[config.mk]
export PLATFORM = sky130hd
export DESIGN_NAME = rc_pulse_capture_esc_drive
export DESIGN_NICKNAME = d
export VERILOG_FILES = /design/src/hw/rtl/rcpc_pkg.sv /design/src/hw/rtl/rc_pulse_capture_esc_drive.sv /design/src/hw/rtl/rcpc_lane.sv /design/src/hw/rtl/rcpc_merge.sv
export SDC_FILE = /design/constraint.sdc
export NUM_CORES = 1
export LEC_CHECK = 0
export ABC_CLOCK_PERIOD_IN_PS = 7800
export BUFFER_PORTS_ARGS = -buffer_cell sky130_fd_sc_hd__buf_2
export CAP_MARGIN = 20
export CORE_MARGIN = 10
export CORE_UTILIZATION = 55
export DETAILED_ROUTE_END_ITERATION = 8
export GPL_TIMING_DRIVEN = 0
export PLACE_DENSITY = 0.75
export REMOVE_ABC_BUFFERS = 1
export SYNTH_ARGS = -nofsm -noshare
export SYNTH_HDL_FRONTEND = slang
export SYNTH_SLANG_ARGS = --single-unit
[constraint.sdc]
create_clock -name clk -period 7.8 [get_ports clk]
set_input_delay 1.56 -clock clk [delete_from_list [all_inputs] [get_ports clk]]
set_output_delay 1.56 -clock clk [all_outputs]
set_load 0.1 [all_outputs]
[src/hw/rtl/rcpc_pkg.sv]
// ----------------------------------------------------------------------------
// rcpc_pkg: shared types and constants
// Word layouts, configuration register map and reset values for the RC pulse
// capture / ESC drive block.
// ----------------------------------------------------------------------------
package rcpc_pkg;

	localparam int TICK_W           = 32;
	localparam int WIDTH_W          = 16;
	localparam int PULSE_W          = 12;
	localparam int PERIOD_W         = 16;
	localparam int LANES            = 4;
	localparam int CFG_IDX_W        = 3;
	localparam int CFG_DATA_W       = 16;
	localparam int MEASURE_BITS_DEF = 16;

	localparam int THROTTLE_LANE = 2;

	localparam logic [PULSE_W-1:0]  THROTTLE_CAP_RST = 12'd1750;
	localparam logic [PULSE_W-1:0]  PULSE_MIN_RST    = 12'd1100;
	localparam logic [PULSE_W-1:0]  PULSE_MAX_RST    = 12'd1950;
	localparam logic [PULSE_W-1:0]  IDLE_PULSE_RST   = 12'd1000;
	localparam logic [PERIOD_W-1:0] FRAME_PERIOD_RST = 16'd4000;

	typedef enum logic [CFG_IDX_W-1:0] {
		REG_ARMED        = 3'd0,
		REG_THROTTLE_CAP = 3'd1,
		REG_PULSE_MIN    = 3'd2,
		REG_PULSE_MAX    = 3'd3,
		REG_IDLE_PULSE   = 3'd4,
		REG_FRAME_PERIOD = 3'd5
	} reg_idx_t;

	typedef struct packed {
		logic roll_pin;
		logic pitch_pin;
		logic throttle_pin;
		logic yaw_pin;
	} in_word_t;

	typedef struct packed {
		logic [LANES-1:0]   esc_drive;
		logic [WIDTH_W-1:0] roll_width;
		logic [WIDTH_W-1:0] pitch_width;
		logic [WIDTH_W-1:0] throttle_width;
		logic [WIDTH_W-1:0] yaw_width;
		logic [PULSE_W-1:0] active_pulse;
	} out_word_t;

	typedef struct packed {
		logic               armed;
		logic [PULSE_W-1:0] throttle_cap;
		logic [PULSE_W-1:0] pulse_min;
		logic [PULSE_W-1:0] pulse_max;
		logic [PULSE_W-1:0] idle_pulse;
	} pulse_cfg_t;

	// frame position of a word travelling to the merge stage
	typedef struct packed {
		logic                frame_start;
		logic [PERIOD_W-1:0] frame_count;
	} frame_info_t;

endpackage

[src/hw/rtl/rc_pulse_capture_esc_drive.sv]
// ----------------------------------------------------------------------------
// rc_pulse_capture_esc_drive: RC receiver capture and ESC pulse drive
// Four pin lanes measure receiver high times; a merge stage picks the
// frame pulse and drives the four ESC levels, one result word per tick.
// ----------------------------------------------------------------------------
// Pipeline: lane and stage-1 frame registers, then the merge output register.
// Throughput: one word per cycle unless the skid is full; lanes and frame
// counter update in the accept cycle; pulse choice, drive compare in merge.
// Output has a skid register, so input keeps flowing while one result waits.
// Reset: asynchronous; registers to their reset values, counters and widths 0.
module rc_pulse_capture_esc_drive #(
	parameter int MEASURE_BITS = rcpc_pkg::MEASURE_BITS_DEF
) (
	input  logic                            clk,
	input  logic                            arst_n,
	input  logic                            in_valid,
	output logic                            in_ready,
	input  rcpc_pkg::in_word_t              in_data,
	output logic                            out_valid,
	input  logic                            out_ready,
	output rcpc_pkg::out_word_t             out_data,
	input  logic                            cfg_valid,
	output logic                            cfg_ready,
	input  logic [rcpc_pkg::CFG_IDX_W-1:0]  cfg_index,
	input  logic [rcpc_pkg::CFG_DATA_W-1:0] cfg_data
);
	import rcpc_pkg::*;

	pulse_cfg_t          cfg_q;
	logic [PERIOD_W-1:0] frame_period_q;
	logic [TICK_W-1:0]   tick_q;
	logic [PERIOD_W-1:0] frame_count_q;
	logic [PERIOD_W-1:0] period;
	logic [PERIOD_W-1:0] count_eff;
	logic [PERIOD_W:0]   count_inc;
	logic [PERIOD_W-1:0] count_next;
	logic                accept;
	logic                valid_s1;
	frame_info_t         frame_s1;
	logic                s1_take;
	logic [LANES-1:0]    pins;
	logic [WIDTH_W-1:0]  widths [LANES];

	// configuration
	assign cfg_ready = 1'b1;

	always_ff @(posedge clk or negedge arst_n) begin
		if (!arst_n) begin
			cfg_q.armed        <= 1'b1;
			cfg_q.throttle_cap <= THROTTLE_CAP_RST;
			cfg_q.pulse_min    <= PULSE_MIN_RST;
			cfg_q.pulse_max    <= PULSE_MAX_RST;
			cfg_q.idle_pulse   <= IDLE_PULSE_RST;
			frame_period_q     <= FRAME_PERIOD_RST;
		end else if (cfg_valid) begin
			case (cfg_index)
				REG_ARMED:        cfg_q.armed        <= cfg_data[0];
				REG_THROTTLE_CAP: cfg_q.throttle_cap <= cfg_data[PULSE_W-1:0];
				REG_PULSE_MIN:    cfg_q.pulse_min    <= cfg_data[PULSE_W-1:0];
				REG_PULSE_MAX:    cfg_q.pulse_max    <= cfg_data[PULSE_W-1:0];
				REG_IDLE_PULSE:   cfg_q.idle_pulse   <= cfg_data[PULSE_W-1:0];
				REG_FRAME_PERIOD: frame_period_q     <= cfg_data[PERIOD_W-1:0];
				default: ;
			endcase
		end
	end

	// input side
	assign in_ready = !valid_s1 || s1_take;
	assign accept   = in_valid && in_ready;
	assign pins     = {in_data.yaw_pin, in_data.throttle_pin,
		in_data.pitch_pin, in_data.roll_pin};

	for (genvar g = 0; g < LANES; g++) begin : g_lane
		rcpc_lane #(
			.MEASURE_BITS(MEASURE_BITS)
		) u_lane (
			.clk   (clk),
			.arst_n(arst_n),
			.take  (accept),
			.level (pins[g]),
			.tick  (tick_q),
			.width (widths[g])
		);
	end

	// frame counter; a count at or past the period restarts the frame
	always_comb begin
		period     = (frame_period_q == '0) ? PERIOD_W'(1) : frame_period_q;
		count_eff  = (frame_count_q >= period) ? '0 : frame_count_q;
		count_inc  = {1'b0, count_eff} + 1'b1;
		count_next = (count_inc >= {1'b0, period}) ? '0 : count_inc[PERIOD_W-1:0];
	end

	always_ff @(posedge clk or negedge arst_n) begin
		if (!arst_n) begin
			tick_q        <= '0;
			frame_count_q <= '0;
			valid_s1      <= 1'b0;
		end else begin
			if (accept) begin
				tick_q        <= tick_q + 1'b1;
				frame_count_q <= count_next;
				valid_s1      <= 1'b1;
			end else if (s1_take) begin
				valid_s1 <= 1'b0;
			end
		end
	end

	// lane widths are registered in the lanes on the same edge
	always_ff @(posedge clk) begin
		if (accept) begin
			frame_s1.frame_start <= (count_eff == '0);
			frame_s1.frame_count <= count_eff;
		end
	end

	rcpc_merge u_merge (
		.clk      (clk),
		.arst_n   (arst_n),
		.cfg      (cfg_q),
		.s1_valid (valid_s1),
		.s1_frame (frame_s1),
		.widths   (widths),
		.s1_take  (s1_take),
		.out_valid(out_valid),
		.out_ready(out_ready),
		.out_data (out_data)
	);

	a_drive_uniform: assert property (@(posedge clk) disable iff (!arst_n)
		out_valid |-> (out_data.esc_drive == 4'h0 || out_data.esc_drive == 4'hF))
		else $error("esc drive bits differ");

	a_zero_pulse_low: assert property (@(posedge clk) disable iff (!arst_n)
		(out_valid && out_data.active_pulse == '0) |-> out_data.esc_drive == 4'h0)
		else $error("drive high with zero pulse");

	a_tick_on_accept: assert property (@(posedge clk) disable iff (!arst_n)
		!accept |=> $stable(tick_q))
		else $error("tick advanced without accepted word");

endmodule

[src/hw/rtl/rcpc_lane.sv]
// ----------------------------------------------------------------------------
// rcpc_lane: one receiver channel
// Edge detect, rise timestamp and saturating high-time measurement for a
// single pin. Four copies run side by side.
// ----------------------------------------------------------------------------
module rcpc_lane #(
	parameter int MEASURE_BITS = rcpc_pkg::MEASURE_BITS_DEF
) (
	input  logic                         clk,
	input  logic                         arst_n,
	input  logic                         take,
	input  logic                         level,
	input  logic [rcpc_pkg::TICK_W-1:0]  tick,
	output logic [rcpc_pkg::WIDTH_W-1:0] width
);
	import rcpc_pkg::*;

	localparam int MW = (MEASURE_BITS < WIDTH_W) ? MEASURE_BITS : WIDTH_W;

	logic              prior_q;
	logic [TICK_W-1:0] stamp_q;
	logic [TICK_W-1:0] diff;
	logic [MW-1:0]     width_q;
	logic [MW-1:0]     width_sat;

	// wrapping difference, saturated at all ones of the stored width
	assign diff      = tick - stamp_q;
	assign width_sat = (diff[TICK_W-1:MW] != '0) ? '1 : diff[MW-1:0];

	always_ff @(posedge clk or negedge arst_n) begin
		if (!arst_n) begin
			prior_q <= 1'b0;
			stamp_q <= '0;
			width_q <= '0;
		end else if (take) begin
			if (level && !prior_q) begin
				stamp_q <= tick;
			end else if (!level && prior_q) begin
				width_q <= width_sat;
			end
			prior_q <= level;
		end
	end

	assign width = WIDTH_W'(width_q);

endmodule

[src/hw/rtl/rcpc_merge.sv]
// ----------------------------------------------------------------------------
// rcpc_merge: pulse selection and output buffer
// Combines the lane widths with the frame position, picks the frame pulse
// and holds result words in a two-deep output register with skid.
// ----------------------------------------------------------------------------
module rcpc_merge (
	input  logic                          clk,
	input  logic                          arst_n,
	input  rcpc_pkg::pulse_cfg_t          cfg,
	input  logic                          s1_valid,
	input  rcpc_pkg::frame_info_t         s1_frame,
	input  logic [rcpc_pkg::WIDTH_W-1:0]  widths [rcpc_pkg::LANES],
	output logic                          s1_take,
	output logic                          out_valid,
	input  logic                          out_ready,
	output rcpc_pkg::out_word_t           out_data
);
	import rcpc_pkg::*;

	logic [PULSE_W-1:0] pulse_q;
	logic [PULSE_W-1:0] capped;
	logic [PULSE_W-1:0] raised;
	logic [PULSE_W-1:0] chosen;
	logic [PULSE_W-1:0] pulse_now;
	logic               drive;
	out_word_t          word;
	out_word_t          main_q;
	out_word_t          skid_q;
	logic               main_valid_q;
	logic               skid_valid_q;
	logic               pop;

	// cap, then raise to min, then lower to max; idle pulse when disarmed
	always_comb begin
		capped = (widths[THROTTLE_LANE] > WIDTH_W'(cfg.throttle_cap)) ?
			cfg.throttle_cap : widths[THROTTLE_LANE][PULSE_W-1:0];
		raised = (capped < cfg.pulse_min) ? cfg.pulse_min : capped;
		chosen = (raised > cfg.pulse_max) ? cfg.pulse_max : raised;
		if (!cfg.armed) begin
			chosen = cfg.idle_pulse;
		end
	end

	assign pulse_now = s1_frame.frame_start ? chosen : pulse_q;
	assign drive     = s1_frame.frame_count < PERIOD_W'(pulse_now);

	always_comb begin
		word.esc_drive      = drive ? '1 : '0;
		word.roll_width     = widths[0];
		word.pitch_width    = widths[1];
		word.throttle_width = widths[2];
		word.yaw_width      = widths[3];
		word.active_pulse   = pulse_now;
	end

	assign s1_take = s1_valid && !skid_valid_q;
	assign pop     = main_valid_q && out_ready;

	always_ff @(posedge clk or negedge arst_n) begin
		if (!arst_n) begin
			pulse_q <= '0;
		end else if (s1_take) begin
			pulse_q <= pulse_now;
		end
	end

	always_ff @(posedge clk or negedge arst_n) begin
		if (!arst_n) begin
			main_valid_q <= 1'b0;
			skid_valid_q <= 1'b0;
		end else begin
			if (pop) begin
				if (skid_valid_q) begin
					skid_valid_q <= 1'b0;
				end else if (!s1_take) begin
					main_valid_q <= 1'b0;
				end
			end else if (s1_take) begin
				if (!main_valid_q) begin
					main_valid_q <= 1'b1;
				end else begin
					skid_valid_q <= 1'b1;
				end
			end
		end
	end

	always_ff @(posedge clk) begin
		if (pop) begin
			if (skid_valid_q) begin
				main_q <= skid_q;
			end else if (s1_take) begin
				main_q <= word;
			end
		end else if (s1_take) begin
			if (!main_valid_q) begin
				main_q <= word;
			end else begin
				skid_q <= word;
			end
		end
	end

	assign out_valid = main_valid_q;
	assign out_data  = main_q;

endmodule

### Word-level counts from Yosys, hierarchy flattened

Index checks and enable logic that the tools add are counted.

| operators by class | value |
|---|---|
| $add $sub $neg | 6 |
| order comparisons | 6 |
| equal/unequal tests | 8 |
| multiplexer cells | 27 |
| bitwise logic cells | 5 |
| reductions and logical operators | 51 |

Operators with widths:

| kind | number |
|---|---|
| two-way mux 80 bit | 5 |
| subtractor 32 bit | 4 |
| two-way mux 16 bit | 7 |
| nonzero test 16 bit | 4 |
| two-way mux 12 bit | 5 |
| adder 32 x 1 -> 32 bit (second input constant) | 1 |
| logical NOT 16 bit | 2 |
| AND reduction 2 bit | 11 |
| AND reduction 3 bit | 7 |
| adder 16 x 1 -> 17 bit (second input constant) | 1 |
| >= comparator 17 x 16 -> 1 bit | 1 |
| >= comparator 16 bit | 1 |
| greater-than comparator 16 x 12 -> 1 bit | 1 |
| < comparator 16 x 12 -> 1 bit | 1 |
| greater-than comparator 12 bit | 1 |
| < comparator 12 bit | 1 |
| logical AND 1 bit | 11 |
| logical NOT 1 bit | 10 |
| two-way mux 1 bit | 9 |
| nonzero test 2 bit | 4 |
| == test 3 x 2 -> 1 bit (second input constant) | 2 |
| == test 3 bit (second input constant) | 2 |
| inequality test 2 bit (second input constant) | 3 |
| NOT 1 bit | 5 |
| other kinds (4) | 4 |

| word-level totals | value |
|---|---|
| bits in registers | 501 |
| input port bits | 28 |
| output and inout bits | 83 |
| word-level logic and storage cells | 141 |

### Depth between registers and ports, before layout

Gate-level depths: netlist of the first run.

| logic depth | value |
|---|---|
| depth in word-level cells | 13 |
| gate-level depth with buffers | 40 |
| depth with buffers taken out | 36 |

### Modules after synthesis

Synthesis of the first run repeated with hierarchy kept, for this count alone.

| second synthesis, totals | value |
|---|---|
| cells, all modules | 3165 |
| area, all modules | 30638.1 um^2 |

Modules (own cells, without submodules):

| module | times used | cells each | area an instance (um^2) | seq. area each (um^2) |
|---|---|---|---|---|
| rcpc_lane | 4 | 462 | 3931.3 | 1226.2 |
| rcpc_merge | 1 | 756 | 8343.0 | 4974.8 |
| rc_pulse_capture_esc_drive | 1 | 561 | 6570.1 | 3403.3 |

### Worst setup path before layout of the first run

No wires, ideal clock.

| timing | value |
|---|---|
| kind | in2reg |
| start point | input out_ready |
| end point | register u_merge.skid_q[0] in the netlist's numbering (enable) |
| setup time | 0.624 ns |
| arrival time | 7.139 ns |
| data required time | 7.176 ns |
| path slack | 0.037 ns |
| stages on the path | 1 |
| path buffers | 0 |
| cells stage by stage | nor3b_1 |

| on the way | value |
|---|---|
| cells in the longest elaborated chain, start to end | 3 |

Ends and longest elaborated chain:

| element | line | text |
|---|---|---|
| start: declaration | rc_pulse_capture_esc_drive.sv:20 | `input logic out_ready,` |
| logical AND 1 bit | rcpc_merge.sv:57 | `assign pop = main_valid_q && out_ready;` |
| NOT 1 bit (no line) | -- |  |
| AND reduction 3 bit (no line) | -- |  |
| end signal: assignment | rcpc_merge.sv:99 | `skid_q <= word;` |
| end: declaration | rcpc_merge.sv:28 | `out_word_t skid_q;` |

Every way passes these cells.
A chain may end at the register's enable or synchronous reset.

### Final worst setup path of the first run

| timing | value |
|---|---|
| start point | register cfg_q[40] in the netlist's numbering |
| end point | register u_merge.main_q, in the netlist u_merge.out_data[78], data pin |

| on the way | value |
|---|---|
| cells in the longest elaborated chain, start to end | 13 |
| elaborated cells on any way between the ends | 15 |
| those cells by class | order compare (4); mux (11) |

Ends and longest elaborated chain:

| element | line | text |
|---|---|---|
| start: declaration | rc_pulse_capture_esc_drive.sv:29 | `pulse_cfg_t cfg_q;` |
| greater-than comparator 16 x 12 -> 1 bit | rcpc_merge.sv:35 | `capped = (widths[THROTTLE_LANE] > WIDTH_W'(cfg.throttle_cap)) ?` |
| two-way mux 12 bit (*) | rcpc_merge.sv:35 |  |
| < comparator 12 bit | rcpc_merge.sv:37 | `raised = (capped < cfg.pulse_min) ? cfg.pulse_min : capped;` |
| two-way mux 12 bit (*) | rcpc_merge.sv:37 |  |
| greater-than comparator 12 bit | rcpc_merge.sv:38 | `chosen = (raised > cfg.pulse_max) ? cfg.pulse_max : raised;` |
| two-way mux 12 bit (*) | rcpc_merge.sv:38 |  |
| two-way mux 12 bit (*) | rcpc_merge.sv:39 | `if (!cfg.armed) begin` |
| two-way mux 12 bit (*) | rcpc_merge.sv:44 | `assign pulse_now = s1_frame.frame_start ? chosen : pulse_q;` |
| < comparator 16 x 12 -> 1 bit (*) | rcpc_merge.sv:45 | `assign drive = s1_frame.frame_count < PERIOD_W'(pulse_now);` |
| two-way mux 4 bit (*) | rcpc_merge.sv:48 | `word.esc_drive = drive ? '1 : '0;` |
| two-way mux 80 bit, on equally long branches | rcpc_merge.sv:96, rcpc_merge.sv:92 |  |
| two-way mux 80 bit, on equally long branches | rcpc_merge.sv:95, rcpc_merge.sv:90 |  |
| two-way mux 80 bit (*) | rcpc_merge.sv:89 | `if (pop) begin` |
| end signal: assignment | rcpc_merge.sv:91 | `main_q <= skid_q;` |
| end signal: assignment | rcpc_merge.sv:93 | `main_q <= word;` |
| end signal: assignment | rcpc_merge.sv:97 | `main_q <= word;` |
| end: declaration | rcpc_merge.sv:27 | `out_word_t main_q;` |

Every way passes the cells marked *; elsewhere a longest branch is shown, timed or not. The select of a mux whose other input is x is not followed.

==> flow_metrics.tcl, run 1 <==
set metrics [dict create \
    status "completed" \
    final_max_slew_viol_count 0 \
    slew_headroom_pct 35.49 \
    swShare_pct 41.71 \
    io_buffers 109 \
    grt_pass1_wl_um 113800 \
    worstReg2RegEnd "u_merge.out_data[78]" \
    dp_slack_ns -1.027 \
    power_density_nw_per_um2 378.5 \
    hold_slack_ns 0.4654 \
    critPathTopFamily "simple AND/OR/NAND/NOR gates" \
    ant_nets 0 \
    finalNonFillerCells 3588 \
    seqPwrFrac_pct 30.0 \
    synthesis.instances 2736 \
    holdPathEnd "u_merge.skid_q[45]" \
    clock-sinks 495 \
    syn_area_sq_um 28950 \
    htreeDepth 2 \
    setup_viol_count_final 0 \
    yosysUniqueCellTypes 89 \
    dr_total_vias 21846 \
    grt_overflow_total 0 \
    irDropWorstVdd_uv 299.5 \
    cp-start-kind "flip-flop" \
    die_area_sq_um 62210 \
    synth-seq-cells 495 \
    drt_iter0_drc 1645 \
    power_frac_clock_pct 21.7 \
    viasPerCell 6.089 \
    clk_latency_ns 0.63 \
    design.core.area_sq_um 52340 \
    crit_fanout 8 \
    p_int_mw 7.242 \
    die_y_um 249.4 \
    synth_edf_count 171 \
    p_leak_nw 14.17 \
    grt_antenna_before_repair 0 \
    nFillCells 4110 \
    period_share_pct 99.79 \
    cts_buffers 54 \
    cp.required_ns 8.19 \
    yosys.area.top_type "dfrtp_1" \
    r2r_cells 37 \
    r2r_slack_ns 0.02 \
    ioPinCount 111 \
    crit_buf_inv 7 \
    netlist.area_leader.share_pct 25.24 \
    drive_gt1_share_pct 21.45 \
    end_kind "flip-flop" \
    cts_root_buf "clkbuf_16" \
    crit_slowest_cell "dfstp_2" \
    yosysWarnings 0 \
    worstHoldPathType "reg -> reg" \
    multiInputGateArea_sq_um 14720 \
    start_util_pct 55.30 \
    hpwlAfterDp_um 49590 \
    nNetsFinal 3091 \
    fin_crit_ns 7.784 \
    max_stage_delay_ns 0.54 \
    syn_area_per_cell_sq_um 10.58 \
    tightest_slew_ns 0.9631 \
    area_growth_pct 13.42 \
    finalHoldViolations 0 \
    drv_cap 0 \
    arrival_ns 8.17 \
    wl_per_cell_um 19.86 \
    drtPass1Iterations 6 \
    dieWidth_um 249.4 \
    synthFlopType "dfrtp_1" \
    place_inst 3453 \
    grtUsageTotal_pct 21.91 \
    drcViolationCount 0 \
    seqCellArea_sq_um 13280 \
    grt_start_max_net_pins 124 \
    synth.area.top_cells "dfrtp_1 (25%), edfxtp_1 (18%), mux2_2 (9.3%)" \
    wirelength_um 71260 \
    grt_pass1_vias 21446 \
    synthArstFlopShare_pct 65.45 \
    whs_path_depth 0 \
    setup_slack_ns 0.01608 \
    clk_pin_slew_ns 0.06 \
    path_class "reg -> reg" \
    yosysSeqAreaShare_pct 45.89 \
    timing.fmax_mhz 128.5 \
    pwr-share-comb_pct 48.3 \
    finClkSkew_ns 0.04938 \
    worstReg2RegStart "cfg_q[40]" \
    min_from "g_lane[1].u_lane.width[1]" \
    fp-row-count 84 \
    place_congestion 0.9148 \
    cts_tree "yes" \
    switchingPower_mw 5.183 \
    cts_max_path_buffers 3 \
    diodes 0 \
]
[power groups by stage]
| stage | registers (mW) | logic (mW) | clock network [mW] |
|---|---|---|---|
| 2_1_floorplan | 4.59 | 3.45 | 0 |
| 3_3_place_gp | 3.80 | 5.34 | 0 |
| 3_5_place_dp | 3.76 | 5.56 | 0 |
| 4_1_cts | 3.72 | 5.77 | 2.74 |
| 5_1_grt | 3.78 | 6.47 | 2.85 |
| 6_report | 3.72 | 6.00 | 2.70 |
[flip-flops by register name (all words and copies together) (netlist names)]
signal	cells
valid_s1	1
frame_period_q	16
u_merge.pulse_q	12
u_merge.skid_q	77
tick_q	32
u_merge.out_valid	1
u_merge.out_data	77
frame_s1	17
cfg_q	49
frame_count_q	16
g_lane.u_lane.stamp_q	128
g_lane.u_lane.width	64
g_lane.u_lane.prior_q	4
u_merge.skid_valid_q	1
[cells in the mapped netlist (all sizes together) (45+ instances only)]
master  instances
dfrtp         292
mux2          240
inv           229
ha            205
nor2          177
edfxtp        171
nand2         166
a21oi         157
o21ai         132
clkbuf         91
xnor2          67
a21o           65
nand3          64
o22a           48
xor2           45
[logic make-up (layout without fill, tap and decap cells)]
| kind of cell | Yosys count | count (layout) | share of synthesized area [%] |
|---|---|---|---|
| other | 1 | 1 | 0.01295 |
| adder cells (fa/ha/maj) | 209 | 209 | 9.138 |
| AO/OA/AOI/OAI | 673 | 675 | 16.04 |
| AND/OR/NAND/NOR | 659 | 660 | 11.34 |
| buffers and inverters | 337 | 498 | 4.504 |
| multiplexers | 250 | 250 | 9.682 |
| flip-flops | 495 | 495 | 45.89 |
| XOR/XNOR | 112 | 112 | 3.389 |
[what timing repair did]
| action | in CTS | in global routing |
|---|---|---|
| setup endpoints to repair | 2 | 2 |
| buffers inserted | 8 | 19 |
| resized for setup | 27 | 36 |
| cloned | 1 | 3 |
| endpoints found under the hold margin | 0 | 0 |
| pin swaps | 4 | 24 |
| hold buffers | 0 | 0 |
[layer usage]
layer	track usage (%)	up-vias	wire [um]
met5	0	-	0
met4	6.771	0	1942
met3	2.995	131	4021
met2	35.68	653	33380
met1	29.91	10840	31920
li1	-	10222	-
[worst reg2reg max path: cells and delay by family (launching register included)]
family	cells	cell delay, ns
AO/OA/AOI/OAI	11	1.88
adder cells (fa/ha/maj)	4	1.01
multiplexers	2	0.64
AND/OR/NAND/NOR	13	2.36
buffers and inverters	7	1.10
flip-flops	1	0.54
[cells in the final DEF (no fill, tap or decap), drive strengths merged, types with 11 or more instances in the layout]
| cell type | count |
|---|---|
| dfrtp | 292 |
| mux2 | 240 |
| inv | 231 |
| ha | 205 |
| nor2 | 177 |
| edfxtp | 171 |
| buf | 167 |
| nand2 | 166 |
| a21oi | 157 |
| o21ai | 132 |
| clkbuf | 74 |
| xnor2 | 67 |
| a21o | 65 |
| nand3 | 64 |
| o22a | 48 |
| xor2 | 45 |
| nand4 | 39 |
| o21a | 37 |
| dfstp | 32 |
| nor3 | 31 |
| a211oi | 31 |
| o211ai | 28 |
| nor2b | 27 |
| nand2b | 25 |
| a31oi | 25 |
| and3 | 25 |
| and2 | 23 |
| or4 | 18 |
| a22o | 17 |
| o22ai | 16 |
| o31ai | 16 |
| clkinv | 16 |
| or3 | 13 |
| o2111ai | 12 |
| nor4 | 12 |
| a2bb2oi | 11 |
| o21bai | 11 |
| nor3b | 11 |
[area by class of cell]
| class | instances | area share (%) |
|---|---|---|
| Multi-Input combinational cell | 1907 | 44.84 |
| Inverter | 229 | 2.618 |
| Sequential cell | 495 | 40.46 |
| Tap cell | 688 | 2.622 |
| Clock buffer | 74 | 4.562 |
| Timing Repair Buffer | 167 | 3.727 |
| Clock inverter | 28 | 1.174 |
[per-stage QoR]
stage	instance area, sq um	utilization [%]	TNS, ns	power [mW]
after floorplan	28500	-	-1.307	8.035
after global placement	29910	57.14	-615.76	9.142
after detailed placement	30370	58.03	-1.923	9.324
after CTS	32450	62.00	0	12.23
after global routing	32830	62.72	-0.3776	13.11
final	32830	62.72	0	12.43
[worst max-delay path by stage]
stage / slack [ns] / depth (start not counted) / from / end
floorplan: -0.77 / 26 / g_lane[2].u_lane.width[14] / u_merge.out_data[78]
global placement: -3.50 / 2 / out_ready / u_merge.skid_q[67]
detailed placement: -1.03 / 35 / cfg_q[45] / u_merge.out_data[78]
CTS: 0.03 / 36 / cfg_q[40] / u_merge.out_data[78]
global route: -0.22 / 38 / cfg_q[40] / u_merge.out_data[78]
finish: 0.02 / 37 / cfg_q[40] / u_merge.out_data[78]
Note: power is estimated with default switching activity, not from simulation.
==> run 2: changes to the inputs <==
--- a/config.mk
+++ b/config.mk
@@ -8,11 +8,13 @@
 export ABC_CLOCK_PERIOD_IN_PS = 7800
 export BUFFER_PORTS_ARGS = -buffer_cell sky130_fd_sc_hd__buf_2
 export CAP_MARGIN = 20
+export CELL_PAD_IN_SITES_DETAIL_PLACEMENT = 0
+export CELL_PAD_IN_SITES_GLOBAL_PLACEMENT = 1
 export CORE_MARGIN = 10
-export CORE_UTILIZATION = 55
+export CORE_UTILIZATION = 46
 export DETAILED_ROUTE_END_ITERATION = 8
 export GPL_TIMING_DRIVEN = 0
-export PLACE_DENSITY = 0.75
+export PLACE_DENSITY_LB_ADDON = 0.1
 export REMOVE_ABC_BUFFERS = 1
 export SYNTH_ARGS = -nofsm -noshare
 export SYNTH_HDL_FRONTEND = slang
==> flow_metrics.tcl, run 2 (synthesis results as in run 1) <==
set metrics [dict create \
    start_util_pct 46.65 \
    grt_pass1_wl_um 117300 \
    crit_fanout 7 \
    period_share_pct 98.10 \
    nFillCells 5497 \
    whs_path_depth 0 \
    final_max_slew_viol_count 0 \
    cp.required_ns 8.18 \
    p_int_mw 7.387 \
    status "completed" \
    hpwlAfterDp_um 52260 \
    irDropWorstVdd_uv 260.8 \
    switchingPower_mw 5.216 \
    finalHoldViolations 0 \
    clock-sinks 495 \
    cts_buffers 57 \
    setup_slack_ns 0.1483 \
    tightest_slew_ns 0.9778 \
    grtUsageTotal_pct 19.50 \
    die_y_um 270.9 \
    crit_slowest_cell "dfstp_2" \
    drt_iter0_drc 1272 \
    holdPathEnd "u_merge.skid_q[60]" \
    path_class "reg -> reg" \
    regMostFlops "g_lane.u_lane.stamp_q" \
    hold_slack_ns 0.4640 \
    design.core.area_sq_um 62050 \
    cts_tree "yes" \
    fp-row-count 91 \
    die_area_sq_um 73360 \
    setup_viol_count_final 0 \
    layout_common_cells "dfrtp_1 (292), mux2_2 (233), inv_1 (228)" \
    finalPower_mw 12.60 \
    worstHoldPathType "reg -> reg" \
    wirelength_um 73380 \
    io_buffers 109 \
    ant_nets 0 \
    htreeDepth 2 \
    cts_max_path_buffers 3 \
    worstReg2RegEnd "u_merge.out_data[78]" \
    drtPass1Iterations 5 \
    drcViolationCount 0 \
    grt_start_max_net_pins 110 \
    fin_crit_ns 7.652 \
    slew_headroom_pct 34.47 \
    cp-start-kind "flip-flop" \
    area_growth_pct 15.00 \
    wl_per_cell_um 19.56 \
    power_frac_clock_pct 22.2 \
    drive_gt1_share_pct 21.89 \
    largest_reg_flops 128 \
    min_from "g_lane[0].u_lane.width[0]" \
    swShare_pct 41.39 \
    arrival_ns 8.03 \
    max_stage_delay_ns 0.55 \
    clk_pin_slew_ns 0.06 \
    dp_slack_ns -1.180 \
    end_kind "flip-flop" \
    multiInputGateArea_sq_um 14770 \
    finClkSkew_ns 0.02980 \
    r2r_cells 34 \
    viasPerCell 5.645 \
    r2r_slack_ns 0.15 \
    clk_latency_ns 0.63 \
    final_common_cell "dfrtp_1" \
    place_congestion 0.8717 \
    grt_antenna_before_repair 2 \
    dr_total_vias 21174 \
    drv_cap 0 \
    pwr-share-comb_pct 48.3 \
    ioPinCount 111 \
    grt_pass1_vias 21131 \
    power_density_nw_per_um2 378.6 \
    timing.fmax_mhz 130.7 \
    seqCellArea_sq_um 13280 \
    diodes 0 \
    worstReg2RegStart "cfg_q[37]" \
    grt_overflow_total 0 \
    p_leak_nw 14.27 \
    cts_root_buf "clkbuf_16" \
    seqPwrFrac_pct 29.5 \
    nNetsFinal 3102 \
    dieWidth_um 270.9 \
    ctsHoldBuffers 0 \
]
## run 2: worst max-delay path by stage
stage          slack, ns  cells after the start                    to                        from
5_1_grt            -0.18                     34  u_merge.out_data[78]                   cfg_q[37]
2_1_floorplan      -0.77                     26  u_merge.out_data[78]  g_lane[2].u_lane.width[14]
3_3_place_gp       -4.11                      2    u_merge.skid_q[72]                   out_ready
6_report            0.15                     34  u_merge.out_data[78]                   cfg_q[37]
3_5_place_dp       -1.18                     32  u_merge.out_data[78]                   cfg_q[46]
4_1_cts            0.007                     34  u_merge.out_data[78]                   cfg_q[37]
## run 2: critical path: cells and delay by family (launching register included)
family	cells	cell delay, ns
AND/OR/NAND/NOR	7	1.25
flip-flops	1	0.55
multiplexers	2	0.60
adder cells (fa/ha/maj)	4	1.05
buffers and inverters	5	0.69
AO/OA/AOI/OAI	16	3.32
## run 2: metal layers
metal	vias to the layer above	GRT usage [%]	share of wire, %
li1	10245	-	-
met1	10534	26.00	47
met2	309	32.86	48
met3	86	2.408	3.1
met4	0	5.425	2.3
met5	-	0	0
## run 2: final cells by class
type	count	area share, %
Clock buffer	69	4.604
Tap cell	837	3.146
Multi-Input combinational cell	1908	44.35
Inverter	229	2.582
Clock inverter	39	1.342
Sequential cell	495	39.90
Timing Repair Buffer	174	4.071
## run 2: what timing repair did
action	in CTS	in global routing
pin swaps	8	19
setup buffers	9	23
gates resized for setup	39	28
endpoints found under the setup margin	2	2
cloned	3	2
## run 2: power groups by stage
stage	logic, mW	clock network (mW)	registers, mW
after global routing	6.65	2.98	3.78
after global placement	5.45	0	3.82
after detailed placement	5.62	0	3.76
after CTS	5.92	2.86	3.72
after floorplan	3.45	0	4.59
final	6.09	2.79	3.72
## run 2: through the flow
stage | TNS (ns) | area [sq um] | utilization, % | cells
2_1_floorplan | -1.307 | 28500 | - | 2628
3_3_place_gp | -837.57 | 30100 | 48.50 | 3574
3_5_place_dp | -2.092 | 30620 | 49.34 | 3605
4_1_cts | 0 | 32910 | 53.04 | 3725
5_1_grt | -0.1804 | 33290 | 53.65 | 3751
6_report | 0 | 33290 | 53.65 | 3751
